`config.mk`:
```
export PLATFORM = sky130hd
export DESIGN_NAME = life_generation_step
export DESIGN_NICKNAME = d
export VERILOG_FILES = /design/src/sv/lgs_pkg.sv /design/src/sv/lgs_cell.sv /design/src/sv/lgs_popcount.sv /design/src/sv/lgs_out_queue.sv /design/src/sv/life_generation_step.sv
export SDC_FILE = /design/constraint.sdc
export NUM_CORES = 2
export LEC_CHECK = 0
export BUFFER_PORTS_ARGS = -buffer_cell sky130_fd_sc_hd__buf_2
export CAP_MARGIN = 20
export CORE_UTILIZATION = 34
export CTS_BUF_LIST = sky130_fd_sc_hd__clkbuf_2 sky130_fd_sc_hd__clkbuf_4 sky130_fd_sc_hd__clkbuf_8
export DETAILED_ROUTE_END_ITERATION = 6
export GPL_TIMING_DRIVEN = 0
export MAX_ROUTING_LAYER = met4
export RECOVER_POWER = 50
export SETUP_SLACK_MARGIN = 0.02
export SKIP_LAST_GASP = 1
export SLEW_MARGIN = 20
export SYNTH_ARGS = -nofsm -noshare
export SYNTH_HDL_FRONTEND = slang
export SYNTH_SLANG_ARGS = --single-unit
```
`constraint.sdc`:
```
create_clock -name clock -period 6.95 [get_ports clock]
set_clock_uncertainty 0.2 [all_clocks]
set_input_delay 1.0425 -clock clock [delete_from_list [all_inputs] [get_ports clock]]
set_output_delay 1.0425 -clock clock [all_outputs]
set_load 0.02 [all_outputs]
```
`src/sv/lgs_pkg.sv`:
```
// shared types and constants of the life generation step block
package lgs_pkg;

   localparam int ROW_W        = 64;
   localparam int GROUP_W      = 8;
   localparam int GROUPS       = ROW_W / GROUP_W;
   localparam int GROUP_POP_W  = $clog2(GROUP_W + 1);
   localparam int POP_W        = 7;
   localparam int TOTAL_W      = 19;
   localparam int IDX_W        = 12;
   localparam int GRID_WIDTH_W  = 7;
   localparam int GRID_HEIGHT_W = 13;
   localparam int CSR_DATA_W   = 13;
   localparam int CSR_INDEX_W  = 1;

   localparam int DEF_MAX_WIDTH  = 64;
   localparam int DEF_MAX_HEIGHT = 4096;

   localparam logic [GRID_WIDTH_W-1:0]  GRID_WIDTH_RESET  = GRID_WIDTH_W'(64);
   localparam logic [GRID_HEIGHT_W-1:0] GRID_HEIGHT_RESET = GRID_HEIGHT_W'(64);

   localparam logic [CSR_INDEX_W-1:0] REG_GRID_WIDTH  = CSR_INDEX_W'(0);
   localparam logic [CSR_INDEX_W-1:0] REG_GRID_HEIGHT = CSR_INDEX_W'(1);

   // B3/S23 rule counts
   localparam logic [3:0] BORN_COUNT = 4'd3;
   localparam logic [3:0] KEEP_COUNT = 4'd2;

   localparam int QUEUE_DEPTH = 8;
   localparam int QPTR_W      = $clog2(QUEUE_DEPTH);
   localparam int QCNT_W      = QPTR_W + 1;

   // one column's bits as seen by its neighbors
   typedef struct packed {
      logic above;
      logic middle;
      logic row;
   } lgs_col_type;

   typedef struct packed {
      logic             emit_a;
      logic             emit_b;
      logic [IDX_W-1:0] idx_a;
      logic [IDX_W-1:0] idx_b;
   } lgs_ctrl_type;

   typedef struct packed {
      logic [ROW_W-1:0]   next_row;
      logic [IDX_W-1:0]   row_index;
      logic [POP_W-1:0]   row_population;
      logic [TOTAL_W-1:0] total_population;
      logic               frame_done;
   } lgs_result_type;

endpackage

```
`src/sv/lgs_cell.sv`:
```
// one grid column: holds the two previous rows and computes the next-generation bits
module lgs_cell (
   input  logic                clock,
   input  logic                reset,
   input  logic                load,
   input  logic                is_first,
   input  logic                is_last,
   input  logic                col_enable,
   input  logic                row_bit,
   input  lgs_pkg::lgs_col_type left_col,
   input  lgs_pkg::lgs_col_type right_col,
   output lgs_pkg::lgs_col_type own_col,
   output logic                next_a,
   output logic                next_b
);
   import lgs_pkg::*;

   logic       above_ff, above_in;
   logic       middle_ff, middle_in;
   logic       next_a_ff, next_a_in;
   logic       next_b_ff, next_b_in;
   logic       row_m;
   logic [3:0] cnt_a;
   logic [3:0] cnt_b;

   assign row_m = row_bit & col_enable;

   always_comb begin
      own_col.above  = above_ff;
      own_col.middle = middle_ff;
      own_col.row    = row_m;
   end

   // row r-1 with neighbors above and row; last row with no row below
   always_comb begin
      cnt_a = 4'(left_col.above) + 4'(above_ff) + 4'(right_col.above)
            + 4'(left_col.middle) + 4'(right_col.middle)
            + 4'(left_col.row) + 4'(row_m) + 4'(right_col.row);
      cnt_b = 4'(left_col.middle) + 4'(middle_ff) + 4'(right_col.middle)
            + 4'(left_col.row) + 4'(right_col.row);
      next_a_in = col_enable & ((cnt_a == BORN_COUNT) | (middle_ff & (cnt_a == KEEP_COUNT)));
      next_b_in = col_enable & ((cnt_b == BORN_COUNT) | (row_m & (cnt_b == KEEP_COUNT)));
   end

   always_comb begin
      above_in  = above_ff;
      middle_in = middle_ff;
      if (load) begin
         if (is_last) begin
            above_in  = 1'b0;
            middle_in = 1'b0;
         end else begin
            above_in  = middle_ff & ~is_first;
            middle_in = row_m;
         end
      end
   end

   always_ff @(posedge clock) begin
      if (reset) begin
         above_ff  <= 1'b0;
         middle_ff <= 1'b0;
      end else begin
         above_ff  <= above_in;
         middle_ff <= middle_in;
      end
   end

   always_ff @(posedge clock) begin
      if (load) begin
         next_a_ff <= next_a_in;
         next_b_ff <= next_b_in;
      end
   end

   assign next_a = next_a_ff;
   assign next_b = next_b_ff;

endmodule

```
`src/sv/lgs_popcount.sv`:
```
// two-stage registered population count of one row
module lgs_popcount (
   input  logic                        clock,
   input  logic [lgs_pkg::ROW_W-1:0]   bits_in,
   output logic [lgs_pkg::POP_W-1:0]   pop_out
);
   import lgs_pkg::*;

   logic [GROUPS-1:0][GROUP_POP_W-1:0] part_ff, part_in;
   logic [POP_W-1:0]                   pop_ff, pop_in;

   always_comb begin
      for (int g = 0; g < GROUPS; g++) begin
         part_in[g] = '0;
         for (int b = 0; b < GROUP_W; b++) begin
            part_in[g] = part_in[g] + GROUP_POP_W'(bits_in[g*GROUP_W + b]);
         end
      end
   end

   always_comb begin
      pop_in = '0;
      for (int g = 0; g < GROUPS; g++) begin
         pop_in = pop_in + POP_W'(part_ff[g]);
      end
   end

   always_ff @(posedge clock) begin
      part_ff <= part_in;
      pop_ff  <= pop_in;
   end

   assign pop_out = pop_ff;

endmodule

```
`src/sv/lgs_out_queue.sv`:
```
// result queue: up to two pushes and one pop per cycle
module lgs_out_queue (
   input  logic                    clock,
   input  logic                    reset,
   input  logic                    push_a,
   input  lgs_pkg::lgs_result_type data_a,
   input  logic                    push_b,
   input  lgs_pkg::lgs_result_type data_b,
   input  logic                    pop,
   output logic                    out_valid,
   output lgs_pkg::lgs_result_type out_data
);
   import lgs_pkg::*;

   lgs_result_type          mem_ff [QUEUE_DEPTH];
   logic [QPTR_W-1:0]       wptr_ff, wptr_in;
   logic [QPTR_W-1:0]       rptr_ff, rptr_in;
   logic [QCNT_W-1:0]       count_ff, count_in;
   logic                    do_pop;
   logic [QPTR_W-1:0]       wptr_b;

   assign out_valid = (count_ff != '0);
   assign out_data  = mem_ff[rptr_ff];
   assign do_pop    = pop & out_valid;
   assign wptr_b    = wptr_ff + QPTR_W'(push_a);

   always_comb begin
      wptr_in  = wptr_ff + QPTR_W'(push_a) + QPTR_W'(push_b);
      rptr_in  = rptr_ff + QPTR_W'(do_pop);
      count_in = count_ff + QCNT_W'(push_a) + QCNT_W'(push_b) - QCNT_W'(do_pop);
   end

   always_ff @(posedge clock) begin
      if (reset) begin
         wptr_ff  <= '0;
         rptr_ff  <= '0;
         count_ff <= '0;
      end else begin
         wptr_ff  <= wptr_in;
         rptr_ff  <= rptr_in;
         count_ff <= count_in;
      end
   end

   always_ff @(posedge clock) begin
      if (push_a) begin
         mem_ff[wptr_ff] <= data_a;
      end
      if (push_b) begin
         mem_ff[wptr_b] <= data_b;
      end
   end

endmodule

```
`src/sv/life_generation_step.sv`:
```
// top level of the life generation step block (B3/S23, dead border)
//
// usage
//   req channel: one grid row per request (bit i = column i, 1 alive), rows in
//   order from row 0. rsp channel: next-generation rows with their index, row
//   population, running population and a frame_done flag on the last row.
//   csr port: register 0 grid_width, register 1 grid_height, written while idle.
// pipeline and throughput
//   one request per cycle while req_ready is high. a request yields no result
//   on the first row of a frame, one result on a middle row, two on the last
//   row. a result passes the cell row, two popcount stages and the queue.
//   the rate is set by the row of column cells, which updates all columns of a
//   row together, and by the 8-entry result queue, whose free slots are
//   counted at request time; req_ready needs two free slots for any row, since
//   a last row yields two results, so a stalled rsp side drops it at 7 taken.
// reset
//   synchronous; clears the held rows, row counter, running population, the
//   queue and the credit count; grid_width and grid_height return to 64.
module life_generation_step #(
   parameter int MAX_WIDTH  = lgs_pkg::DEF_MAX_WIDTH,
   parameter int MAX_HEIGHT = lgs_pkg::DEF_MAX_HEIGHT
) (
   input  logic                              clock,
   input  logic                              reset,
   input  logic                              req_valid,
   output logic                              req_ready,
   input  logic [lgs_pkg::ROW_W-1:0]         req_row_bits,
   output logic                              rsp_valid,
   input  logic                              rsp_ready,
   output logic [lgs_pkg::ROW_W-1:0]         rsp_next_row,
   output logic [lgs_pkg::IDX_W-1:0]         rsp_row_index,
   output logic [lgs_pkg::POP_W-1:0]         rsp_row_population,
   output logic [lgs_pkg::TOTAL_W-1:0]       rsp_total_population,
   output logic                              rsp_frame_done,
   input  logic                              csr_write_enable,
   input  logic [lgs_pkg::CSR_INDEX_W-1:0]   csr_index,
   input  logic [lgs_pkg::CSR_DATA_W-1:0]    csr_write_data
);
   import lgs_pkg::*;

   // row counter covers 0..MAX_HEIGHT-1
   localparam int CntW = (MAX_HEIGHT > 1) ? $clog2(MAX_HEIGHT) : 1;
   // compare width for the height limit and the counter
   localparam int CmpW = ((CntW > GRID_HEIGHT_W) ? CntW : GRID_HEIGHT_W) + 2;

   // configuration registers
   logic [GRID_WIDTH_W-1:0]  grid_width_ff, grid_width_in;
   logic [GRID_HEIGHT_W-1:0] grid_height_ff, grid_height_in;

   always_comb begin
      grid_width_in  = grid_width_ff;
      grid_height_in = grid_height_ff;
      if (csr_write_enable) begin
         unique case (csr_index)
            REG_GRID_WIDTH:  grid_width_in  = GRID_WIDTH_W'(csr_write_data);
            REG_GRID_HEIGHT: grid_height_in = csr_write_data;
            default: ;
         endcase
      end
   end

   always_ff @(posedge clock) begin
      if (reset) begin
         grid_width_ff  <= GRID_WIDTH_RESET;
         grid_height_ff <= GRID_HEIGHT_RESET;
      end else begin
         grid_width_ff  <= grid_width_in;
         grid_height_ff <= grid_height_in;
      end
   end

   // clamped width and height
   logic [GRID_WIDTH_W-1:0] eff_width;
   logic [CmpW-1:0]         eff_height;

   always_comb begin
      if (grid_width_ff == '0) begin
         eff_width = GRID_WIDTH_W'(1);
      end else if (grid_width_ff > GRID_WIDTH_W'(MAX_WIDTH)) begin
         eff_width = GRID_WIDTH_W'(MAX_WIDTH);
      end else begin
         eff_width = grid_width_ff;
      end
      if (grid_height_ff == '0) begin
         eff_height = CmpW'(1);
      end else if (CmpW'(grid_height_ff) > CmpW'(MAX_HEIGHT)) begin
         eff_height = CmpW'(MAX_HEIGHT);
      end else begin
         eff_height = CmpW'(grid_height_ff);
      end
   end

   // request side control
   logic            accept;
   logic [CntW-1:0] rows_seen_ff, rows_seen_in;
   logic            is_first;
   logic            is_last;
   logic [1:0]      n_results;

   assign accept   = req_valid & req_ready;
   assign is_first = (rows_seen_ff == '0);
   assign is_last  = ((CmpW'(rows_seen_ff) + CmpW'(1)) >= eff_height);
   assign n_results = 2'(!is_first) + 2'(is_last);

   always_comb begin
      rows_seen_in = rows_seen_ff;
      if (accept) begin
         rows_seen_in = is_last ? '0 : rows_seen_ff + CntW'(1);
      end
   end

   always_ff @(posedge clock) begin
      if (reset) begin
         rows_seen_ff <= '0;
      end else begin
         rows_seen_ff <= rows_seen_in;
      end
   end

   // credits: results in flight plus results waiting in the queue
   logic [QCNT_W-1:0] used_ff, used_in;
   logic              rsp_pop;

   assign rsp_pop   = rsp_valid & rsp_ready;
   assign req_ready = (used_ff <= QCNT_W'(QUEUE_DEPTH - 2));

   always_comb begin
      used_in = used_ff - QCNT_W'(rsp_pop);
      if (accept) begin
         used_in = used_in + QCNT_W'(n_results);
      end
   end

   always_ff @(posedge clock) begin
      if (reset) begin
         used_ff <= '0;
      end else begin
         used_ff <= used_in;
      end
   end

   // row of column cells, each talking to its left and right neighbor
   lgs_col_type [MAX_WIDTH-1:0] cols;
   logic [ROW_W-1:0]            next_a_row;
   logic [ROW_W-1:0]            next_b_row;

   for (genvar i = 0; i < MAX_WIDTH; i++) begin : g_cell
      lgs_col_type left_col;
      lgs_col_type right_col;
      logic        col_enable;

      assign col_enable = (GRID_WIDTH_W'(i) < eff_width);

      if (i == 0) begin : g_left_edge
         assign left_col = '0;
      end else begin : g_left_inner
         assign left_col = cols[i-1];
      end

      if (i == MAX_WIDTH - 1) begin : g_right_edge
         assign right_col = '0;
      end else begin : g_right_inner
         assign right_col = cols[i+1];
      end

      lgs_cell u_cell (
         .clock      (clock),
         .reset      (reset),
         .load       (accept),
         .is_first   (is_first),
         .is_last    (is_last),
         .col_enable (col_enable),
         .row_bit    (req_row_bits[i]),
         .left_col   (left_col),
         .right_col  (right_col),
         .own_col    (cols[i]),
         .next_a     (next_a_row[i]),
         .next_b     (next_b_row[i])
      );
   end

   // columns beyond MAX_WIDTH stay dead
   if (MAX_WIDTH < ROW_W) begin : g_pad
      assign next_a_row[ROW_W-1:MAX_WIDTH] = '0;
      assign next_b_row[ROW_W-1:MAX_WIDTH] = '0;
   end

   // control travelling beside the data: stage 1 with the cells, then 2, 3
   lgs_ctrl_type s1_ctrl_ff, s1_ctrl_in;
   lgs_ctrl_type s2_ctrl_ff;
   lgs_ctrl_type s3_ctrl_ff;

   always_comb begin
      s1_ctrl_in = '0;
      if (accept) begin
         s1_ctrl_in.emit_a = !is_first;
         s1_ctrl_in.emit_b = is_last;
         s1_ctrl_in.idx_a  = IDX_W'(rows_seen_ff - CntW'(1));
         s1_ctrl_in.idx_b  = IDX_W'(rows_seen_ff);
      end
   end

   always_ff @(posedge clock) begin
      if (reset) begin
         s1_ctrl_ff <= '0;
         s2_ctrl_ff <= '0;
         s3_ctrl_ff <= '0;
      end else begin
         s1_ctrl_ff <= s1_ctrl_in;
         s2_ctrl_ff <= s1_ctrl_ff;
         s3_ctrl_ff <= s2_ctrl_ff;
      end
   end

   // row data delayed to line up with the population counts
   logic [ROW_W-1:0] row_a_s2_ff, row_a_s3_ff;
   logic [ROW_W-1:0] row_b_s2_ff, row_b_s3_ff;

   always_ff @(posedge clock) begin
      row_a_s2_ff <= next_a_row;
      row_a_s3_ff <= row_a_s2_ff;
      row_b_s2_ff <= next_b_row;
      row_b_s3_ff <= row_b_s2_ff;
   end

   logic [POP_W-1:0] pop_a;
   logic [POP_W-1:0] pop_b;

   lgs_popcount u_pop_a (
      .clock   (clock),
      .bits_in (next_a_row),
      .pop_out (pop_a)
   );

   lgs_popcount u_pop_b (
      .clock   (clock),
      .bits_in (next_b_row),
      .pop_out (pop_b)
   );

   // running population, saturating at the field's top value
   logic [TOTAL_W-1:0] total_ff, total_in;
   logic [TOTAL_W:0]   sum_a;
   logic [TOTAL_W:0]   sum_b;
   logic [TOTAL_W-1:0] total_a;
   logic [TOTAL_W-1:0] base_b;
   logic [TOTAL_W-1:0] total_b;

   always_comb begin
      sum_a   = {1'b0, total_ff} + (TOTAL_W + 1)'(pop_a);
      total_a = sum_a[TOTAL_W] ? '1 : sum_a[TOTAL_W-1:0];
      base_b  = s3_ctrl_ff.emit_a ? total_a : total_ff;
      sum_b   = {1'b0, base_b} + (TOTAL_W + 1)'(pop_b);
      total_b = sum_b[TOTAL_W] ? '1 : sum_b[TOTAL_W-1:0];
      // frame end restarts the count
      if (s3_ctrl_ff.emit_b) begin
         total_in = '0;
      end else if (s3_ctrl_ff.emit_a) begin
         total_in = total_a;
      end else begin
         total_in = total_ff;
      end
   end

   always_ff @(posedge clock) begin
      if (reset) begin
         total_ff <= '0;
      end else begin
         total_ff <= total_in;
      end
   end

   // results into the queue, row r-1 ahead of the last row
   lgs_result_type res_a;
   lgs_result_type res_b;
   lgs_result_type res_out;

   always_comb begin
      res_a.next_row         = row_a_s3_ff;
      res_a.row_index        = s3_ctrl_ff.idx_a;
      res_a.row_population   = pop_a;
      res_a.total_population = total_a;
      res_a.frame_done       = 1'b0;
      res_b.next_row         = row_b_s3_ff;
      res_b.row_index        = s3_ctrl_ff.idx_b;
      res_b.row_population   = pop_b;
      res_b.total_population = total_b;
      res_b.frame_done       = 1'b1;
   end

   lgs_out_queue u_queue (
      .clock     (clock),
      .reset     (reset),
      .push_a    (s3_ctrl_ff.emit_a),
      .data_a    (res_a),
      .push_b    (s3_ctrl_ff.emit_b),
      .data_b    (res_b),
      .pop       (rsp_ready),
      .out_valid (rsp_valid),
      .out_data  (res_out)
   );

   assign rsp_next_row         = res_out.next_row;
   assign rsp_row_index        = res_out.row_index;
   assign rsp_row_population   = res_out.row_population;
   assign rsp_total_population = res_out.total_population;
   assign rsp_frame_done       = res_out.frame_done;

endmodule

```
## After elaboration in Yosys (flattened, before gate mapping)

Memory sizes are Yosys's and may differ from the RTL's. A register that Yosys moved wholly into a read port is not among the register bits.
Index checks and enable logic that the tools add are counted.

| storage, ports and cells | value |
|---|---|
| flip-flop bits (word level) | 733 |
| memory bits (writable) | 824 |
| output and inout port bits | 105 |
| memories kept | 1 |

Memory list:

| name | depth | bits a word | read ports | clocked after Yosys merged registers in | write ports | RTL line | RTL |
|---|---|---|---|---|---|---|---|
| u_queue.mem_ff | 8 | 103 | 1 | 1 | 2 | lgs_out_queue.sv:15 | `lgs_result_type mem_ff [QUEUE_DEPTH];` |

| operators by class | value |
|---|---|
| $add $sub $neg | 832 |
| order comparisons | 68 |
| equality and inequality tests | 256 |
| multiplexer cells | 142 |
| bitwise gates (word level) | 517 |
| reduce and logical (&&, ||, !) cells | 9 |

Operators with widths:

| operator | count |
|---|---|
| adder 4 x 1 -> 4 bit | 664 |
| equality test 4 x 2 -> 1 bit (second input constant) | 256 |
| bitwise AND 1 bit | 386 |
| adder 1 x 1 -> 2 bit | 143 |
| < comparator 6 x 7 -> 1 bit (first input constant) | 32 |
| 2-to-1 mux 1 bit | 132 |
| bitwise OR 1 bit | 128 |
| < comparator 5 x 7 -> 1 bit (first input constant) | 16 |
| adder 7 x 4 -> 7 bit | 12 |
| 2-to-1 mux 19 bit | 3 |
| < comparator 4 x 7 -> 1 bit (first input constant) | 8 |
| adder 19 x 7 -> 20 bit | 2 |
| < comparator 3 x 7 -> 1 bit (first input constant) | 4 |
| 2-to-1 mux 13 bit | 2 |
| >= comparator 13 x 15 -> 1 bit | 1 |
| < comparator 1 x 7 -> 1 bit (first input constant) | 2 |
| < comparator 2 x 7 -> 1 bit (first input constant) | 2 |
| 2-to-1 mux 7 bit | 2 |
| adder 12 x 1 -> 13 bit (second input constant) | 1 |
| greater-than comparator 13 bit (second input constant) | 1 |
| logical NOT 13 bit | 1 |
| adder 12 x 1 -> 12 bit (second input constant) | 1 |
| logical NOT 12 bit | 1 |
| 2-to-1 mux 12 bit | 1 |
| other kinds (15) | 23 |

## Logic depth before layout (Yosys ltp)

| depth | value |
|---|---|
| word-level depth | 12 |
| gate-level depth with buffers | 21 |

## Cells and area by module

From an unflattened synthesis, not the netlist that was laid out.

| second synthesis, totals | value |
|---|---|
| cell total of the unflattened synthesis | 6808 |
| area total of the unflattened synthesis | 87126.1 um^2 |

Modules (own cells, without submodules):

| module | times used | cells an instance | area each (um^2) |
|---|---|---|---|
| lgs_out_queue | 1 | 2179 | 41370.9 |
| lgs_cell at g_cell[0].u_cell ... | 61 | 46 | 431.7 |
| life_generation_step | 1 | 1139 | 12229.2 |
| lgs_popcount | 2 | 273 | 2921.6 |
| lgs_cell at g_cell[7].u_cell ... | 3 | 46 | 450.4 |

## Worst setup path before layout

Ideal clock, no wire load.

| path | value |
|---|---|
| kind | input to register |
| from | in req_valid |
| to | reg used_ff[2] |
| arrival | 5574 ps |
| setup slack | 1049 ps |
| stages on the path | 6 |
| cells stage by stage | nand2_1 -> inv_1 -> clkbuf_1 -> nand2_1 -> xnor2_1 -> nor2_1 |

| on the way | value |
|---|---|
| cells in the longest elaborated chain, start to end | 2 |

Ends and longest elaborated chain:

| what | RTL line | RTL |
|---|---|---|
| start, declared | life_generation_step.sv:25 | `input logic req_valid,` |
| bitwise AND 1 bit | life_generation_step.sv:100 | `assign accept = req_valid & req_ready;` |
| net accept | life_generation_step.sv:94 | `logic accept;` |
| 2-to-1 mux 4 bit | life_generation_step.sv:129 | `if (accept) begin` |
| end signal, assigned | life_generation_step.sv:138 | `used_ff <= used_in;` |
| end, declared | life_generation_step.sv:121 | `logic [QCNT_W-1:0] used_ff, used_in;` |

The timed path passes the listed nets, and every way through them passes these cells.
A chain may end at the register's enable or synchronous reset.

==> results.sh <==
export IMPL_ys_seq_area_share_pct=46.7
export IMPL_r2r_cells=10
export IMPL_fin_area_sq_um=98700
export IMPL_avgSynthCellArea_sq_um=10.6
export IMPL_wl_mm=287
export IMPL_first_iter_violations=7031
export IMPL_cts_sinks=1557
export IMPL_cts_buffer_depth=4
export IMPL_coreArea_sq_um=254000
export IMPL_sw_frac_of_total_pct=38.4
export IMPL_ios=188
export IMPL_min_period_over_period_pct=96.7
export IMPL_grt_total_usage_pct=22.7
export IMPL_hold_depth=0
export IMPL_synth_nets=9183
export IMPL_synthesis_area_sq_um=87000
export IMPL_internal_power_mw=22.0
export IMPL_dieArea_sq_um=258000
export IMPL_drive_above_1_share_pct=14.0
export IMPL_dp_slack_ns=0.182
export IMPL_ir_drop_mv=1.09
export IMPL_cts_tree="done"
export IMPL_vias=64800
export IMPL_leakagePower_nw=39.2
export IMPL_ant_nets=0
export IMPL_nets=9693
export IMPL_drc=6
export IMPL_pwr_density_cell_nw_per_um2=363
export IMPL_grt_ovfl_total=0
export IMPL_grt_pass1_vias=65200
export IMPL_combPwrFrac_pct=41.5
export IMPL_cp_end_kind="flop"
export IMPL_critPathMaxFanout=32
export IMPL_violations="DRC, capacitance limit, slew limit"
export IMPL_hold_class="reg -> reg"
export IMPL_area_delta_synth_final_pct=13.4
export IMPL_status="finished, violations left"
export IMPL_numPortBuffers=186
export IMPL_placed_area_sq_um=93100
export IMPL_wl_per_cell_um=23.3
export IMPL_syn_inst=8176
export IMPL_synth_top_area_share_pct=32.6
export IMPL_rows=185
export IMPL_clock_latency_ns=1.05
export IMPL_ys_ff_latch=1557
export IMPL_arrival_ns=7.18
export IMPL_cts_inserted_buffers=275
export IMPL_gp_congestion=0.943
export IMPL_start_kind="flop"
export IMPL_finalCriticalPeriod_ns=6.72
export IMPL_grt_max_degree=54
export IMPL_grt_antenna_before_repair=35
export IMPL_grt_pass1_wl_mm=422
export IMPL_fin_ws_ns=0.233
export IMPL_fin_tns_setup_ns=0
export IMPL_ys_types=80
export IMPL_relSlewSlack_pct=-90.0
export IMPL_path_class="reg -> reg"
export IMPL_postCtsSetupRepairBufs=0
export IMPL_synth_area_leaders="edfxtp_1 (33%), dfxtp_1 (14%), fa_1 (11%), nand2_1 (6.6%), ha_1 (6.4%)"
export IMPL_final_util_pct=38.8
export IMPL_synth_cells_most_frequent="nand2_1 (1539), inv_1 (949), edfxtp_1 (944)"
export IMPL_hold_viol=0
export IMPL_synth_flop_cell="edfxtp_1"
export IMPL_cts_htree_levels=5
export IMPL_fill_cells=24400
export IMPL_synth_edff_count=944
export IMPL_timing_reg2reg_setup_slack_ns=0.23
export IMPL_grt_setup_unrepaired="no"
export IMPL_drv_cap=12
export IMPL_first_pass_iters=7
export IMPL_pwr_share_clk_pct=24.8
export IMPL_cts_root_buffer="clkbuf_8"
export IMPL_crit_required_ns=7.42
export IMPL_dpl_hpwl_mm=213
export IMPL_synth_most_common_cell="nand2_1"
export IMPL_fmax_mhz=149
export IMPL_seqPwrFrac_pct=33.7
export IMPL_finalSetupViolCount=0
export IMPL_fp_dieH_um=508
export IMPL_yosysTopAreaCell="edfxtp_1"
export IMPL_power_switching_mw=13.7
export IMPL_synth_yosys_warnings=0
export IMPL_fin_cells=12300
export IMPL_cts_clk_slew_worst_paths_ns=0.07
export IMPL_async_flop_share_pct=0
export IMPL_dp_cells=11800
export IMPL_worstMarginPinSlew_ns=2.85
export IMPL_drv_slew=366
export IMPL_vias_per_cell=5.28
export IMPL_die_width_um=508
export IMPL_initial_utilization_pct=34.2
## worst max-delay path: stages, from the launching register on
cell and delay, ns:
dfxtp_1 0.56, ha_1 0.22, ha_1 0.28, clkbuf_1 0.23, nor2_1 0.19, nand2_1 0.37, clkbuf_1 0.36, nand2_1 0.63
clkbuf_1 1.86, clkbuf_2 1.10, buf_16 0.32
## kinds of logic after synthesis
group | Yosys count | synth area share (%)
AO/OA/AOI/OAI | 1013 | 6.99
flip-flops | 1557 | 46.7
adder cells (fa/ha/maj) | 924 | 17.4
AND/OR/NAND/NOR | 2707 | 13.8
multiplexers | 353 | 7.18
buffers and inverters | 1548 | 7.16
XOR/XNOR | 74 | 0.745
## per-layer routing
metal	global-route usage (%)	vias up	share of wire, %
met1	27.5	32000	39
li1	-	28700	-
met4	12.8	0	6.2
met5	-	-	0
met3	4.01	747	8.7
met2	35.8	3382	46
## layout by cell type, fill, tap and decap left out, types with 130 or more instances in the layout
cell and count:
mux4_2 206, edfxtp_1 944, dfxtp_1 613, nor2_1 246
inv_1 949, nand2_1 1539, nand3_1 476, o21ai_0 534
buf_2 200, a21oi_1 130, fa_1 482, clkbuf_8 315
ha_1 442, nor2b_1 165, clkbuf_1 358
## sequential cells by signal, summed over array words and instances (netlist names), 32 cells and up
register                 flops
g_cell.u_cell.above_ff      64
g_cell.u_cell.middle_ff     64
g_cell.u_cell.next_a        64
g_cell.u_cell.next_b        64
row_a_s2_ff                 64
row_a_s3_ff                 64
row_b_s2_ff                 64
row_b_s3_ff                 64
u_pop_a.part_ff             32
u_pop_b.part_ff             32
u_queue.mem_ff             824
## path summary, 6_finish.rpt
kind                       from                     to
max          u_queue.wptr_ff[0]  u_queue.mem_ff[0][49]
min              row_a_s2_ff[4]         row_a_s3_ff[4]
min reg2reg      row_a_s2_ff[4]         row_a_s3_ff[4]
max reg2reg  u_queue.wptr_ff[0]  u_queue.mem_ff[0][49]
## power groups by stage
stage | clock network (mW) | registers, mW | logic (mW)
global route | 9.34 | 12.2 | 16.5
finish | 8.86 | 12.1 | 14.9
global placement | 0 | 12.3 | 14.4
detailed placement | 0 | 12.2 | 14.8
CTS | 8.95 | 12.0 | 14.9
floorplan | 0 | 11.8 | 9.97
## area by class of cell
cell class	instances	area, sq um	area share, %
clock buffer	399	4970	5.03
tap	3366	4210	4.27
timing repair buffer	234	1650	1.67
buffer	597	2700	2.73
multi-input combinational	5071	40200	40.8
antenna	29	72.6	0.0735
sequential	1557	40600	41.2
inverter	950	3570	3.61
clock inverter	80	652	0.661
## per-stage QoR
step	total power, mW	hold slack, ns
floorplan	21.7	0.110
detailed placement	27.0	0.112
global route	38.0	0.0797
CTS	35.9	0.00361
finish	35.8	0.0809
global placement	26.6	0.111
## what timing repair did
| item | 4_1_cts | 5_1_grt |
|---|---|---|
| hold buffers | 8 | 0 |
| endpoints found under the hold margin | 8 | 0 |
| resized for setup | 0 | 5 |
| setup endpoints to repair | 0 | 12 |
Note: power is estimated with default switching activity, not from simulation.
